<file path="src/rtl/cns_pkg.sv">
// cns_pkg: shared types, codes and defaults for the cluster node selector
// used by cluster_node_selector; depends on nothing
`default_nettype none
package cns_pkg;

   localparam int NODES_DEF      = 16;
   localparam int MODEL_BITS_DEF = 16;
   localparam logic [15:0] MISS_SCORE = 16'd1000;

   typedef enum logic [2:0] {
      OP_ADD    = 3'd0,
      OP_REMOVE = 3'd1,
      OP_UPDATE = 3'd2,
      OP_HEALTH = 3'd3,
      OP_TICK   = 3'd4,
      OP_SELECT = 3'd5
   } op_type;

   typedef enum logic [2:0] {
      STRAT_RR      = 3'd0,
      STRAT_LOAD    = 3'd1,
      STRAT_CAP     = 3'd2,
      STRAT_LATENCY = 3'd3,
      STRAT_MODEL   = 3'd4
   } strat_type;

   typedef enum logic [1:0] {
      ST_OK        = 2'd0,
      ST_FULL      = 2'd1,
      ST_DUPLICATE = 2'd2,
      ST_NOT_FOUND = 2'd3
   } status_type;

   localparam logic [2:0] HEALTH_HEALTHY = 3'd1;
   localparam logic [2:0] HEALTH_DOWN    = 3'd3;

   localparam logic [1:0] REG_STRATEGY = 2'd0;
   localparam logic [1:0] REG_TIMEOUT  = 2'd1;

   localparam logic [2:0] STRATEGY_RESET = 3'd1;
   localparam logic [31:0] TIMEOUT_RESET = 32'd5000;

   typedef enum logic [2:0] {
      S_IDLE,
      S_DIV,
      S_SCAN,
      S_ACT,
      S_SHIFT
   } state_type;

   // fixed-width part of one table entry, model set is stored next to it
   typedef struct packed {
      logic [15:0] key;
      logic [31:0] caps;
      logic [7:0]  limit;
      logic [7:0]  load;
      logic [2:0]  health;
      logic [15:0] latency;
      logic [31:0] last_seen;
   } entry_type;

endpackage
`default_nettype wire

</file>
<file path="src/rtl/cns_mem.sv">
// cns_mem: node table storage, one write port and one registered read port
// depends on nothing
`default_nettype none
module cns_mem #(
   parameter int DEPTH = 16,
   parameter int AW    = 4,
   parameter int DW    = 131
) (
   input  wire logic          clock,
   input  wire logic          we,
   input  wire logic [AW-1:0] waddr,
   input  wire logic [DW-1:0] wdata,
   input  wire logic [AW-1:0] raddr,
   output logic      [DW-1:0] rdata
);

   logic [DW-1:0] mem [DEPTH];

   always_ff @(posedge clock) begin
      if (we) begin
         mem[waddr] <= wdata;
      end
   end

   always_ff @(posedge clock) begin
      rdata <= mem[raddr];
   end

endmodule
`default_nettype wire

</file>
<file path="src/rtl/cns_rem.sv">
// cns_rem: bit-serial restoring remainder, one dividend bit per cycle
// depends on nothing
`default_nettype none
module cns_rem #(
   parameter int W  = 32,
   parameter int DW = 5
) (
   input  wire logic          clock,
   input  wire logic          reset,
   input  wire logic          start,
   input  wire logic [W-1:0]  dividend,
   input  wire logic [DW-1:0] divisor,
   output logic               done,
   output logic      [DW-1:0] remainder
);

   localparam int CNTW = $clog2(W + 1);

   logic [W-1:0]    sh_ff, sh_in;
   logic [DW:0]     rem_ff, rem_in;
   logic [DW-1:0]   div_ff, div_in;
   logic [CNTW-1:0] cnt_ff, cnt_in;
   logic            run_ff, run_in;
   logic            done_ff, done_in;
   logic [DW:0]     trial;

   always_comb begin
      sh_in   = sh_ff;
      rem_in  = rem_ff;
      div_in  = div_ff;
      cnt_in  = cnt_ff;
      run_in  = run_ff;
      done_in = 1'b0;
      trial   = {rem_ff[DW-1:0], sh_ff[W-1]};
      if (start) begin
         sh_in  = dividend;
         rem_in = '0;
         div_in = divisor;
         cnt_in = CNTW'(W);
         run_in = 1'b1;
      end else if (run_ff) begin
         sh_in = {sh_ff[W-2:0], 1'b0};
         if (trial >= {1'b0, div_ff}) begin
            rem_in = trial - {1'b0, div_ff};
         end else begin
            rem_in = trial;
         end
         cnt_in = cnt_ff - 1'b1;
         if (cnt_ff == CNTW'(1)) begin
            run_in  = 1'b0;
            done_in = 1'b1;
         end
      end
   end

   always_ff @(posedge clock) begin
      if (reset) begin
         run_ff  <= 1'b0;
         done_ff <= 1'b0;
         cnt_ff  <= '0;
      end else begin
         run_ff  <= run_in;
         done_ff <= done_in;
         cnt_ff  <= cnt_in;
      end
   end

   always_ff @(posedge clock) begin
      sh_ff  <= sh_in;
      rem_ff <= rem_in;
      div_ff <= div_in;
   end

   assign done      = done_ff;
   assign remainder = rem_ff[DW-1:0];

   a_rem_below: assert property (@(posedge clock) disable iff (reset)
      done_ff |-> (rem_ff < {1'b0, div_ff}))
      else $error("remainder not below divisor");

   a_done_pulse: assert property (@(posedge clock) disable iff (reset)
      done_ff |-> !run_ff)
      else $error("remainder done while still running");

   a_run_ends: assert property (@(posedge clock) disable iff (reset)
      $fell(run_ff) && !$past(start) |-> done_ff)
      else $error("remainder run ended without done");

endmodule
`default_nettype wire

</file>
<file path="src/rtl/cluster_node_selector.sv">
// cluster_node_selector: top level, operation sequencer around the node table
// depends on cns_pkg, cns_mem and cns_rem
//
//   channel   ports                         transfer when
//   request   req_start, req_* fields      req_start high and busy low
//   response  rsp_valid, rsp_* fields      rsp_valid high (one cycle, no stall)
//   config    csr_we, csr_index, csr_wdata  csr_we high
//
// table walk: every operation walks the table once, one entry a cycle through the
// memory read port, and busy stays high until the operation has finished
// round-robin select on a non-empty table first runs the remainder unit
// remove of a found entry then shifts the later entries down, one per cycle
// reset empties the table at once (entry count to zero), no clearing pass
// the response is a one-cycle strobe and the receiver cannot hold it off
`default_nettype none
module cluster_node_selector #(
   parameter int NODES      = cns_pkg::NODES_DEF,
   parameter int MODEL_BITS = cns_pkg::MODEL_BITS_DEF
) (
   input  wire logic        clock,
   input  wire logic        reset,
   input  wire logic        req_start,
   output logic             busy,
   input  wire logic [2:0]  req_operation,
   input  wire logic [15:0] req_node_key,
   input  wire logic [31:0] req_cap_mask,
   input  wire logic [7:0]  req_limit_value,
   input  wire logic [7:0]  req_load_value,
   input  wire logic [2:0]  req_health_value,
   input  wire logic [15:0] req_latency_value,
   input  wire logic [15:0] req_model_set,
   input  wire logic [3:0]  req_model_number,
   input  wire logic [31:0] req_now_time,
   output logic             rsp_valid,
   output logic [1:0]       rsp_status,
   output logic [3:0]       rsp_slot_index,
   output logic [15:0]      rsp_chosen_key,
   input  wire logic        csr_we,
   input  wire logic [1:0]  csr_index,
   input  wire logic [31:0] csr_wdata
);

   localparam int IW = $clog2(NODES);
   localparam int CW = $clog2(NODES + 1);
   localparam int FW = $bits(cns_pkg::entry_type);
   localparam int DW = FW + MODEL_BITS;

   // state and latched request
   cns_pkg::state_type state_ff, state_in;
   logic [2:0]  op_ff, op_in;
   logic [15:0] key_ff, key_in;
   logic [31:0] caps_ff, caps_in;
   logic [7:0]  limit_ff, limit_in;
   logic [7:0]  load_ff, load_in;
   logic [2:0]  health_ff, health_in;
   logic [15:0] lat_ff, lat_in;
   logic [MODEL_BITS-1:0] mset_ff, mset_in;
   logic [3:0]  modnum_ff, modnum_in;
   logic [31:0] now_ff, now_in;

   // block state
   logic [CW-1:0] count_ff, count_in;
   logic [31:0]   rot_ff, rot_in;
   logic [2:0]    strat_ff;
   logic [31:0]   tmo_ff;

   // table walk
   logic [CW-1:0] rd_idx_ff, rd_idx_in;
   logic          pend_ff, pend_in;
   logic [IW-1:0] pend_idx_ff, pend_idx_in;
   logic          found_ff, found_in;
   logic [IW-1:0] found_idx_ff, found_idx_in;
   cns_pkg::entry_type rec_ff, rec_in;
   logic [MODEL_BITS-1:0] recm_ff, recm_in;
   logic [15:0]   best_ff, best_in;
   logic [IW-1:0] rr_ff, rr_in;

   // response
   logic        rsp_valid_ff, rsp_valid_in;
   logic [1:0]  rsp_status_ff, rsp_status_in;
   logic [3:0]  rsp_slot_ff, rsp_slot_in;
   logic [15:0] rsp_key_ff, rsp_key_in;

   // memory and remainder unit
   logic          mem_we;
   logic [IW-1:0] mem_waddr, mem_raddr;
   logic [DW-1:0] mem_wdata, mem_rdata;
   cns_pkg::entry_type rd_rec, new_rec;
   logic [MODEL_BITS-1:0] rd_mod;
   logic          rem_start, rem_done;
   logic [CW-1:0] rem_value;

   // per-entry scoring
   logic [63:0] mset_wide, rd_mod_wide;
   logic [5:0]  pop;
   logic [31:0] xor_caps;
   logic        eligible, timed_out;
   logic [15:0] score;
   logic [7:0]  slot8;

   cns_mem #(.DEPTH(NODES), .AW(IW), .DW(DW)) u_mem (
      .clock (clock),
      .we    (mem_we),
      .waddr (mem_waddr),
      .wdata (mem_wdata),
      .raddr (mem_raddr),
      .rdata (mem_rdata)
   );

   cns_rem #(.W(32), .DW(CW)) u_rem (
      .clock     (clock),
      .reset     (reset),
      .start     (rem_start),
      .dividend  (rot_ff),
      .divisor   (count_ff),
      .done      (rem_done),
      .remainder (rem_value)
   );

   assign rd_rec    = cns_pkg::entry_type'(mem_rdata[FW-1:0]);
   assign rd_mod    = mem_rdata[DW-1:FW];
   assign mset_wide = 64'(req_model_set);

   always_comb begin
      rd_mod_wide = '0;
      rd_mod_wide[MODEL_BITS-1:0] = rd_mod;
   end

   // popcount of capability mismatch
   always_comb begin
      xor_caps = rd_rec.caps ^ caps_ff;
      pop = '0;
      for (int b = 0; b < 32; b++) begin
         pop = pop + 6'(xor_caps[b]);
      end
   end

   assign eligible = (rd_rec.health == cns_pkg::HEALTH_HEALTHY)
                  && ((rd_rec.caps & caps_ff) == caps_ff)
                  && (rd_rec.load < rd_rec.limit);
   assign timed_out = (rd_rec.health == cns_pkg::HEALTH_HEALTHY)
                   && ((now_ff - rd_rec.last_seen) > tmo_ff);

   always_comb begin
      case (strat_ff)
         cns_pkg::STRAT_RR:      score = 16'(rr_ff);
         cns_pkg::STRAT_LOAD:    score = 16'(rd_rec.load);
         cns_pkg::STRAT_CAP:     score = 16'(pop);
         cns_pkg::STRAT_LATENCY: score = rd_rec.latency;
         cns_pkg::STRAT_MODEL:   score = rd_mod_wide[modnum_ff] ? 16'd0 : cns_pkg::MISS_SCORE;
         default:                score = 16'd0;
      endcase
   end

   // entry built from the latched request
   always_comb begin
      new_rec.key       = key_ff;
      new_rec.caps      = caps_ff;
      new_rec.limit     = limit_ff;
      new_rec.load      = load_ff;
      new_rec.health    = health_ff;
      new_rec.latency   = lat_ff;
      new_rec.last_seen = now_ff;
   end

   // sequencer
   always_comb begin
      state_in     = state_ff;
      op_in        = op_ff;
      key_in       = key_ff;
      caps_in      = caps_ff;
      limit_in     = limit_ff;
      load_in      = load_ff;
      health_in    = health_ff;
      lat_in       = lat_ff;
      mset_in      = mset_ff;
      modnum_in    = modnum_ff;
      now_in       = now_ff;
      count_in     = count_ff;
      rot_in       = rot_ff;
      rd_idx_in    = rd_idx_ff;
      pend_in      = 1'b0;
      pend_idx_in  = pend_idx_ff;
      found_in     = found_ff;
      found_idx_in = found_idx_ff;
      rec_in       = rec_ff;
      recm_in      = recm_ff;
      best_in      = best_ff;
      rr_in        = rr_ff;
      rsp_valid_in  = 1'b0;
      rsp_status_in = rsp_status_ff;
      rsp_slot_in   = rsp_slot_ff;
      rsp_key_in    = rsp_key_ff;
      mem_we    = 1'b0;
      mem_waddr = pend_idx_ff;
      mem_wdata = mem_rdata;
      mem_raddr = rd_idx_ff[IW-1:0];
      rem_start = 1'b0;
      slot8     = 8'(found_idx_ff);

      case (state_ff)
         cns_pkg::S_IDLE: begin
            if (req_start) begin
               op_in     = req_operation;
               key_in    = req_node_key;
               caps_in   = req_cap_mask;
               limit_in  = req_limit_value;
               load_in   = req_load_value;
               health_in = req_health_value;
               lat_in    = req_latency_value;
               mset_in   = mset_wide[MODEL_BITS-1:0];
               modnum_in = req_model_number;
               now_in    = req_now_time;
               rd_idx_in = '0;
               found_in  = 1'b0;
               if (req_operation == cns_pkg::OP_SELECT && strat_ff == cns_pkg::STRAT_RR
                   && count_ff != '0) begin
                  rem_start = 1'b1;
                  state_in  = cns_pkg::S_DIV;
               end else begin
                  state_in = cns_pkg::S_SCAN;
               end
            end
         end

         cns_pkg::S_DIV: begin
            if (rem_done) begin
               rr_in    = rem_value[IW-1:0];
               state_in = cns_pkg::S_SCAN;
            end
         end

         cns_pkg::S_SCAN: begin
            if (rd_idx_ff < count_ff) begin
               rd_idx_in   = rd_idx_ff + 1'b1;
               pend_in     = 1'b1;
               pend_idx_in = rd_idx_ff[IW-1:0];
            end else if (!pend_ff) begin
               state_in = cns_pkg::S_ACT;
            end
            if (pend_ff) begin
               case (op_ff)
                  cns_pkg::OP_ADD, cns_pkg::OP_REMOVE,
                  cns_pkg::OP_UPDATE, cns_pkg::OP_HEALTH: begin
                     if (!found_ff && rd_rec.key == key_ff) begin
                        found_in     = 1'b1;
                        found_idx_in = pend_idx_ff;
                        rec_in       = rd_rec;
                        recm_in      = rd_mod;
                     end
                  end
                  cns_pkg::OP_TICK: begin
                     if (timed_out) begin
                        mem_we    = 1'b1;
                        mem_wdata = {rd_mod, rd_rec.key, rd_rec.caps, rd_rec.limit,
                                     rd_rec.load, cns_pkg::HEALTH_DOWN, rd_rec.latency,
                                     rd_rec.last_seen};
                     end
                  end
                  cns_pkg::OP_SELECT: begin
                     if (eligible) begin
                        if (strat_ff == cns_pkg::STRAT_RR) begin
                           rot_in = rot_ff + 32'd1;
                           if (CW'(rr_ff) + 1'b1 == count_ff) begin
                              rr_in = '0;
                           end else begin
                              rr_in = rr_ff + 1'b1;
                           end
                        end
                        if (!found_ff || score < best_ff) begin
                           found_in     = 1'b1;
                           found_idx_in = pend_idx_ff;
                           best_in      = score;
                           rec_in       = rd_rec;
                           recm_in      = rd_mod;
                        end
                     end
                  end
                  default: begin
                  end
               endcase
            end
         end

         cns_pkg::S_ACT: begin
            rsp_valid_in  = 1'b1;
            rsp_status_in = cns_pkg::ST_OK;
            rsp_slot_in   = 4'd0;
            rsp_key_in    = 16'd0;
            state_in      = cns_pkg::S_IDLE;
            case (op_ff)
               cns_pkg::OP_ADD: begin
                  if (count_ff >= CW'(NODES)) begin
                     rsp_status_in = cns_pkg::ST_FULL;
                  end else if (found_ff) begin
                     rsp_status_in = cns_pkg::ST_DUPLICATE;
                     rsp_slot_in   = slot8[3:0];
                  end else begin
                     mem_we      = 1'b1;
                     mem_waddr   = count_ff[IW-1:0];
                     mem_wdata   = {mset_ff, new_rec};
                     slot8       = 8'(count_ff);
                     rsp_slot_in = slot8[3:0];
                     count_in    = count_ff + 1'b1;
                  end
               end
               cns_pkg::OP_REMOVE: begin
                  if (!found_ff) begin
                     rsp_status_in = cns_pkg::ST_NOT_FOUND;
                  end else begin
                     // shift the later entries down before answering
                     rsp_valid_in = 1'b0;
                     rd_idx_in    = CW'(found_idx_ff) + 1'b1;
                     state_in     = cns_pkg::S_SHIFT;
                  end
               end
               cns_pkg::OP_UPDATE: begin
                  if (!found_ff) begin
                     rsp_status_in = cns_pkg::ST_NOT_FOUND;
                  end else begin
                     mem_we      = 1'b1;
                     mem_waddr   = found_idx_ff;
                     mem_wdata   = {mset_ff, new_rec};
                     rsp_slot_in = slot8[3:0];
                  end
               end
               cns_pkg::OP_HEALTH: begin
                  if (!found_ff) begin
                     rsp_status_in = cns_pkg::ST_NOT_FOUND;
                  end else begin
                     mem_we      = 1'b1;
                     mem_waddr   = found_idx_ff;
                     mem_wdata   = {recm_ff, rec_ff.key, rec_ff.caps, rec_ff.limit,
                                    rec_ff.load, health_ff, rec_ff.latency,
                                    rec_ff.last_seen};
                     rsp_slot_in = slot8[3:0];
                  end
               end
               cns_pkg::OP_SELECT: begin
                  if (!found_ff) begin
                     rsp_status_in = cns_pkg::ST_NOT_FOUND;
                  end else begin
                     // winner takes one more request
                     mem_we      = 1'b1;
                     mem_waddr   = found_idx_ff;
                     mem_wdata   = {recm_ff, rec_ff.key, rec_ff.caps, rec_ff.limit,
                                    rec_ff.load + 8'd1, rec_ff.health, rec_ff.latency,
                                    rec_ff.last_seen};
                     rsp_slot_in = slot8[3:0];
                     rsp_key_in  = rec_ff.key;
                  end
               end
               default: begin
               end
            endcase
         end

         cns_pkg::S_SHIFT: begin
            if (rd_idx_ff < count_ff) begin
               rd_idx_in   = rd_idx_ff + 1'b1;
               pend_in     = 1'b1;
               pend_idx_in = rd_idx_ff[IW-1:0];
            end else if (!pend_ff) begin
               count_in      = count_ff - 1'b1;
               rsp_valid_in  = 1'b1;
               rsp_status_in = cns_pkg::ST_OK;
               rsp_slot_in   = slot8[3:0];
               rsp_key_in    = 16'd0;
               state_in      = cns_pkg::S_IDLE;
            end
            if (pend_ff) begin
               mem_we    = 1'b1;
               mem_waddr = pend_idx_ff - 1'b1;
               mem_wdata = mem_rdata;
            end
         end

         default: begin
            state_in = cns_pkg::S_IDLE;
         end
      endcase
   end

   always_ff @(posedge clock) begin
      if (reset) begin
         state_ff     <= cns_pkg::S_IDLE;
         count_ff     <= '0;
         rot_ff       <= '0;
         pend_ff      <= 1'b0;
         found_ff     <= 1'b0;
         rsp_valid_ff <= 1'b0;
         strat_ff     <= cns_pkg::STRATEGY_RESET;
         tmo_ff       <= cns_pkg::TIMEOUT_RESET;
      end else begin
         state_ff     <= state_in;
         count_ff     <= count_in;
         rot_ff       <= rot_in;
         pend_ff      <= pend_in;
         found_ff     <= found_in;
         rsp_valid_ff <= rsp_valid_in;
         if (csr_we && csr_index == cns_pkg::REG_STRATEGY) begin
            strat_ff <= csr_wdata[2:0];
         end
         if (csr_we && csr_index == cns_pkg::REG_TIMEOUT) begin
            tmo_ff <= csr_wdata;
         end
      end
   end

   always_ff @(posedge clock) begin
      op_ff         <= op_in;
      key_ff        <= key_in;
      caps_ff       <= caps_in;
      limit_ff      <= limit_in;
      load_ff       <= load_in;
      health_ff     <= health_in;
      lat_ff        <= lat_in;
      mset_ff       <= mset_in;
      modnum_ff     <= modnum_in;
      now_ff        <= now_in;
      rd_idx_ff     <= rd_idx_in;
      pend_idx_ff   <= pend_idx_in;
      found_idx_ff  <= found_idx_in;
      rec_ff        <= rec_in;
      recm_ff       <= recm_in;
      best_ff       <= best_in;
      rr_ff         <= rr_in;
      rsp_status_ff <= rsp_status_in;
      rsp_slot_ff   <= rsp_slot_in;
      rsp_key_ff    <= rsp_key_in;
   end

   assign busy           = (state_ff != cns_pkg::S_IDLE);
   assign rsp_valid      = rsp_valid_ff;
   assign rsp_status     = rsp_status_ff;
   assign rsp_slot_index = rsp_slot_ff;
   assign rsp_chosen_key = rsp_key_ff;

   a_count_range: assert property (@(posedge clock) disable iff (reset)
      count_ff <= CW'(NODES))
      else $error("entry count beyond table depth");

   a_rsp_after_work: assert property (@(posedge clock) disable iff (reset)
      rsp_valid_ff |-> $past(state_ff) == cns_pkg::S_ACT || $past(state_ff) == cns_pkg::S_SHIFT)
      else $error("response without finished operation");

   a_idle_after_rsp: assert property (@(posedge clock) disable iff (reset)
      rsp_valid_ff |-> state_ff == cns_pkg::S_IDLE)
      else $error("sequencer not idle after response");

   a_write_in_table: assert property (@(posedge clock) disable iff (reset)
      mem_we |-> CW'(mem_waddr) <= count_ff)
      else $error("table write beyond filled entries");

endmodule
`default_nettype wire
</file>
<file path="config.mk">
export PLATFORM = sky130hd
export DESIGN_NAME = cluster_node_selector
export DESIGN_NICKNAME = d
export VERILOG_FILES = /design/src/rtl/cns_pkg.sv /design/src/rtl/cns_mem.sv /design/src/rtl/cns_rem.sv /design/src/rtl/cluster_node_selector.sv
export SDC_FILE = /design/constraint.sdc
export NUM_CORES = 2
export LEC_CHECK = 0
export BUFFER_PORTS_ARGS = -buffer_cell sky130_fd_sc_hd__buf_2
export CAP_MARGIN = 20
export CORE_AREA = 4 4 414 416
export DETAILED_ROUTE_END_ITERATION = 16
export DIE_AREA = 0 0 418 420
export HOLD_SLACK_MARGIN = 0.12
export PLACE_DENSITY = 0.85
export SYNTH_ARGS = -nofsm -noshare
export SYNTH_HDL_FRONTEND = slang
export SYNTH_SLANG_ARGS = --single-unit
</file>
<file path="constraint.sdc">
create_clock -name clock -period 22.9 [get_ports clock]
set_input_delay 4.58 -clock clock [delete_from_list [all_inputs] [get_ports clock]]
set_output_delay 4.58 -clock clock [all_outputs]
set_load 0.005 [all_outputs]
</file>
Word level (Yosys, flattened, before mapping)
Memory sizes are Yosys's and may differ from the RTL's. A register that Yosys moved wholly into a read port is not among the register bits.
Index checks and enable logic that the tools add are counted.
{"block": "totals", "latchBits": 0, "elab_cells": 293, "ramBits": 2096, "in_bits": 176, "out_inout_bits": 24, "reg_bits": 452, "romBits": 0, "memories": 1}
{"memory": "u_mem.mem", "words": 16, "width": 131, "rd": 1, "rd_clocked_by_memory_dff": 1, "write_ports": 1, "line_no": "cns_mem.sv:17", "text": "logic [DW-1:0] mem [DEPTH];"}
{"block": "classes", "bitwise_logic": 4, "n_reduce_logical": 40, "shift": 0, "eq_ne": 43, "mux": 114, "multipliers": 0, "order_cmp": 7, "n_div": 0, "addsub": 43}
{"cell": "$mux 131", "n": 5}
{"cell": "$pmux 131 s4", "n": 1}
{"cell": "$mux 115", "n": 3}
{"cell": "$pmux 131 s2", "n": 1}
{"cell": "$pmux 115 s2", "n": 1}
{"cell": "$add 6x1->6", "n": 26}
{"cell": "$mux 51", "n": 3}
{"cell": "$mux 16", "n": 7}
{"cell": "$pmux 16 s5", "n": 1}
{"cell": "$mux 4", "n": 18}
{"cell": "$mux 32", "n": 2}
{"cell": "$pmux 16 s2", "n": 2}
{"cell": "$mux 5", "n": 10}
{"cell": "$pmux 4 s2", "n": 6}
{"cell": "$add 32x1->32 const B", "n": 1}
{"cell": "$and 32x32->32", "n": 1}
{"cell": "$eq 32x32->1", "n": 1}
{"cell": "$gt 32x32->1", "n": 1}
{"cell": "$sub 32x32->32", "n": 1}
{"cell": "$xor 32x32->32", "n": 1}
{"cell": "$ne 2x2->1 const B", "n": 15}
{"cell": "$mux 1", "n": 26}
{"cell": "$mux 3", "n": 8}
{"cell": "$reduce_and 6->1", "n": 4}
{"cell": "other kinds (55)", "n": 106}

Depth between registers and ports, before layout
{"block": "depth", "word_depth": 40, "ltp_mapped": 28, "mapped_depth_nobuf": 28}

Cells and area by module
Synthesis repeated with hierarchy kept, for this count alone.
{"block": "hier_totals", "hier_cells": 5527, "hier_area_um2": 105210.9}
{"module": "cns_mem", "instances": 1, "cells_per_inst": 3419, "area_each_um2": 81321.7, "seq_area_each_um2": 65562.9}
{"module": "cluster_node_selector", "instances": 1, "cells_per_inst": 1950, "area_each_um2": 21623.2, "seq_area_each_um2": 11290.8}
{"module": "cns_rem", "instances": 1, "cells_per_inst": 158, "area_each_um2": 2265.9, "seq_area_each_um2": 1371.3}

Worst setup path after synthesis
No wires, ideal clock.
{"block": "synth_timing", "path_kind": "register to register", "start": "register now_ff[0]", "end": "memory u_mem.mem[0][0], enable pin", "setup_ns": 0.781, "path_stages_with_launch": 22, "setup_slack_ns": 8.960, "path_buffers": 0, "period_less_slack_ns": 13.940, "arrival_time_ns": 13.158, "required_ns": 22.119, "cell_sequence": "edfxtp_1 > inv_1 > ha_1 > inv_1 > fa_1 > a21oi_1 > o21ai_0 > a21oi_1 > o311a_1 > o21ai_0 > nand4_1 > nand3b_1 > a221oi_1 > xnor2_1 > ha_1 > nand3_1 > or4_1 > nor3_1 > a21boi_1 > or3_1 > o211ai_1 > nor3_1"}
{"block": "synth_between", "elab_chain_cells": 9}
{"item": "start: declaration", "line_no": "cluster_node_selector.sv:59", "text": "logic [31:0] now_ff, now_in;"}
{"item": "start signal: assignment", "line_no": "cluster_node_selector.sv:420", "text": "now_ff <= now_in;"}
{"item": "$sub 32x32->32", "line_no": "cluster_node_selector.sv:142", "text": "&& ((now_ff - rd_rec.last_seen) > tmo_ff);"}
{"item": "$gt 32x32->1", "line_no": "cluster_node_selector.sv:142"}
{"item": "$logic_and 1x1->1", "line_no": "cluster_node_selector.sv:142"}
{"item": "$mux 1", "line_no": "cluster_node_selector.sv:253", "text": "if (timed_out) begin"}
{"item": "$mux 1", "line_no": "cluster_node_selector.sv:242", "text": "case (op_ff)"}
{"item": "$mux 1", "line_no": "cluster_node_selector.sv:241", "text": "if (pend_ff) begin"}
{"item": "$pmux 1 s3", "line_no": "cluster_node_selector.sv:201", "text": "case (state_ff)"}
{"item": "$mux 1", "line_no": "cns_mem.sv:20", "text": "if (we) begin"}
{"item": "$mux 1 (not written as such)", "line_no": "cns_mem.sv:21", "text": "mem[waddr] <= wdata;"}
{"item": "end: declaration", "line_no": "cns_mem.sv:17"}
No other way between the ends.

Worst setup path after layout
{"block": "layout_timing", "start": "register caps_ff[27]", "end": "register rec_ff[0] (netlist bit), enable pin"}
{"block": "layout_between", "elab_chain_cells": 11, "elab_cells_between_ends": 16, "classes_between": "add/sub: 5; order compare: 1; eq/ne: 3; mux: 1; bitwise: 2; reduce/logical: 4"}
{"item": "start: declaration", "line_no": "cluster_node_selector.sv:52", "text": "logic [31:0] caps_ff, caps_in;"}
{"item": "start signal: assignment", "line_no": "cluster_node_selector.sv:413", "text": "caps_ff <= caps_in;"}
{"item": "$xor 32x32->32", "line_no": "cluster_node_selector.sv:131", "text": "xor_caps = rd_rec.caps ^ caps_ff;"}
{"item": "$add 6x1->6 (5 in series)", "line_no": "cluster_node_selector.sv:134", "text": "pop = pop + 6'(xor_caps[b]);"}
{"item": "$pmux 16 s5", "line_no": "cluster_node_selector.sv:145", "text": "case (strat_ff)"}
{"item": "via score[4]", "line_no": "cluster_node_selector.sv:98", "text": "logic [15:0] score;"}
{"item": "$lt 16x16->1", "line_no": "cluster_node_selector.sv:270", "text": "if (!found_ff || score < best_ff) begin"}
{"item": "$logic_or 1x1->1", "line_no": "cluster_node_selector.sv:270"}
{"item": "$ne 2x2->1 (no line)"}
{"item": "$reduce_and 6->1 (no line)"}
{"item": "end signal: assignment", "line_no": "cluster_node_selector.sv:424", "text": "rec_ff <= rec_in;"}
{"item": "end: declaration", "line_no": "cluster_node_selector.sv:73", "text": "cns_pkg::entry_type rec_ff, rec_in;"}
The timed path passes the listed nets, and every way through them passes these cells.
A chain may end at the register's enable or synchronous reset.

==> impl_metrics.yaml <==
setup_path:
  crit_path_end_kind: "flip-flop"
  r2r_start: "caps_ff[27]"
  cp_max_fo: 59
  critPathRequiredTime_ns: 23.38
  path_delay_family: "adder cells"
  worstSetupPathType: "flip-flop to flip-flop"
  cp_slowest_cell: "buf_4"
  path_depth: 26
  path_buf_inv: 4
  r2r_end: "rec_ff[0]"
  startpoint_type: "flip-flop"
  r2r_slack_ns: 14.32
  slowest_delay_ns: 0.81
  ff2ff_path_depth: 26
  critPathArrivalTime_ns: 9.06
  cp_common_cell: "fa_1"
sta:
  setup_violations: 0
  post-route-min-period_ns: 8.580
  rsz0062_at_grt: "no"
  slew_violations: 0
  tightestPinTransition_ns: 1.241
  period_share_pct: 37.47
  fin_tns_setup_ns: 0
  fmax_mhz: 116.6
  finalWorstSetupSlack_ns: 14.32
  skew_ns: 0.07360
  timing.slew.headroom_pct: 17.24
  timing.final.hold_violations: 0
  holdWs_ns: 0.4546
hold_path:
  min_path_type: "flip-flop to flip-flop"
  min_to: "tmo_ff[6]"
  hold_start: "tmo_ff[6]"
  hold_depth: 2
floorplanning:
  die_h_um: 420
  dieArea_mm2: 0.1756
  ioPinCount: 200
  core_mm2: 0.1672
  rows: 150
  initial_core_util_pct: 62.79
  die_w_um: 418
yosys:
  synth.avg_cell_area_um2: 19.66
  postSynthCellCount: 5340
  synth_nets: 5686
  ys_types: 85
  netlist_top_cells_area: "edfxtp_1 70%, mux4_2 14%, dfxtp_1 4.2%, ha_1 1.7%, nand2_1 1.3%"
  yosysSeqAreaShare_pct: 74.50
  synth_edf_count: 2457
  syn_area_mm2: 0.1050
  synth_top_area_share_pct: 70.27
  synthTopCellsByCount: "2457 x edfxtp_1, 663 x mux4_2, 374 x nand2_1"
  yosys.cell_count.top_type: "edfxtp_1"
  yosysTopAreaCell: "edfxtp_1"
  synth.ff_latch_count: 2679
  synthArstFlopShare_pct: 0
  synth_ff_type: "edfxtp_1"
  yosysWarnings: 0
power:
  p_int_w: 0.009320
  p_leak_nw: 39.02
  p_clk_share_pct: 31.5
  switchingPower_w: 0.003803
  p_sw_share_pct: 28.98
  ir_drop_mv: 0.2687
  power_density_mw_per_mm2: 111.4
  p_comb_share_pct: 23.5
  p_seq_share_pct: 45.0
run_status:
  status: "complete, but fails checks"
  violations: "design-rule violations"
clock_tree:
  cts_root_buf: "clkbuf_16"
  ctsLongestPathBuffers: 3
  clock_latency_ns: 0.91
  cts_buffers: 241
  cts.reportedPaths.clkPinSlew_ns: 0.07
  cts_sinks: 2679
  cts_tree: "built"
  htree_levels: 4
  post_cts_buffers: 0
  cts_resized: 0
  hold_buffers: 0
detailed_routing:
  first_pass_iters: 14
  wl_mm: 290.0
  ant_nets: 0
  drc_errors: 1
  drtIter0Drc: 10020
  routedWlPerCell_um: 35.39
  vias: 58730
  avgViaCountPerCell: 7.169
final_layout:
  multi_input_area_mm2: 0.02516
  fin_cells: 8192
  register_area_mm2: 0.07823
  fin_nets: 6105
  syn_to_final_growth_pct: 12.22
  fillers: 8893
  drive_gt1_share_pct: 25.03
global_routing:
  antenna_found_initial: 17
  grt_max_degree: 147
  grt_pass1_wl_mm: 419.5
  grt_overflow: 0
  grt_usage_pct: 33.40
  grt_pass1_vias: 60190
placement:
  numPortBuffers: 199
  placedCellCount: 7705
  dp_hpwl_mm: 147.5
  dp_slack_ns: 14.71
  place.gp.congestion: 0.8900
flow_run:
  maxCapViolCount: 0
-- metrics by stage --
stage	util (%)	power (W)	cell area [um2]
after global routing	70.45	0.01356	117800
after floorplan	-	0.007848	105000
after global placement	65.45	0.008572	109500
final	70.47	0.01312	117800
after CTS	70.33	0.01305	117600
after detailed placement	65.52	0.008818	109600
-- worst max-delay path by stage --
stage / start / to
3_3_place_gp: caps_ff[27] / rec_ff[2]
3_5_place_dp: u_mem.rdata[94] / rec_ff[0]
4_1_cts: caps_ff[27] / rec_ff[0]
6_report: caps_ff[27] / rec_ff[0]
2_1_floorplan: now_ff[0] / u_mem.mem[0][0]
5_1_grt: u_mem.rdata[94] / rec_ff[4]
-- sequential cells by signal, summed over array words and instances (netlist names), 5 cells and up --
signal	flops
load_ff	8
lat_ff	16
mset_ff	16
u_mem.mem	2096
rsp_chosen_key	16
u_rem.sh_ff	32
rd_idx_ff	5
best_ff	16
u_rem.div_ff	5
u_rem.cnt_ff	6
key_ff	16
rot_ff	32
tmo_ff	32
u_rem.rem_ff	5
limit_ff	8
now_ff	32
u_mem.rdata	131
recm_ff	16
count_ff	5
rec_ff	115
caps_ff	32
-- per-layer routing --
metal / wire, um / vias to the layer above / track usage (%)
met5: 32 / - / 0
met4: 22280 / 6 / 20.73
met3: 35440 / 1307 / 8.155
met2: 141300 / 5680 / 53.60
met1: 90910 / 29380 / 41.56
li1: - / 22350 / -
-- power by group through the flow --
stage / Sequential [W] / Clock, W / Combinational, W
6_report: 0.00591 / 0.00413 / 0.00308
5_1_grt: 0.00591 / 0.00437 / 0.00328
4_1_cts: 0.00590 / 0.00414 / 0.00301
3_5_place_dp: 0.00600 / 0 / 0.00282
3_3_place_gp: 0.00599 / 0 / 0.00258
2_1_floorplan: 0.00594 / 0 / 0.00190
-- worst min-delay path: cells and delay by family, from the launching register on --
kind / cells / cell delay [ns]
compound gates: 1 / 0.05
flops: 1 / 0.31
simple gates: 1 / 0.05
-- cell type report --
type | instances | share of cell area, %
Clock inverter | 127 | 1.207
Timing Repair Buffer | 427 | 2.410
Multi-Input combinational cell | 2208 | 21.35
Sequential cell | 2679 | 66.38
Tap cell | 2204 | 2.340
Antenna cell | 16 | 0.03398
Clock buffer | 329 | 5.623
Inverter | 202 | 0.6477
-- cells in the final DEF, fill, tap and decap left out, types with 113 or more instances in the layout --
| master | count |
|---|---|
| a21oi_1 | 113 |
| a22oi_1 | 126 |
| buf_2 | 208 |
| buf_4 | 207 |
| clkbuf_16 | 245 |
| dfxtp_1 | 222 |
| edfxtp_1 | 2457 |
| ha_1 | 143 |
| inv_1 | 200 |
| mux4_2 | 663 |
| nand2_1 | 374 |
| o21ai_0 | 167 |
-- cell families after synthesis --
group / count (synthesis) / share of synthesized area (%)
xor gates and xnor gates: 94 / 0.7841
and+or+nand+nor: 710 / 3.081
DFF: 2679 / 74.50
buffers and inverters: 453 / 1.681
muxes: 678 / 14.38
AOI/OAI and AO/OA: 556 / 3.356
adders and majority gates: 170 / 2.219
Note: power is estimated with default switching activity, not from simulation.
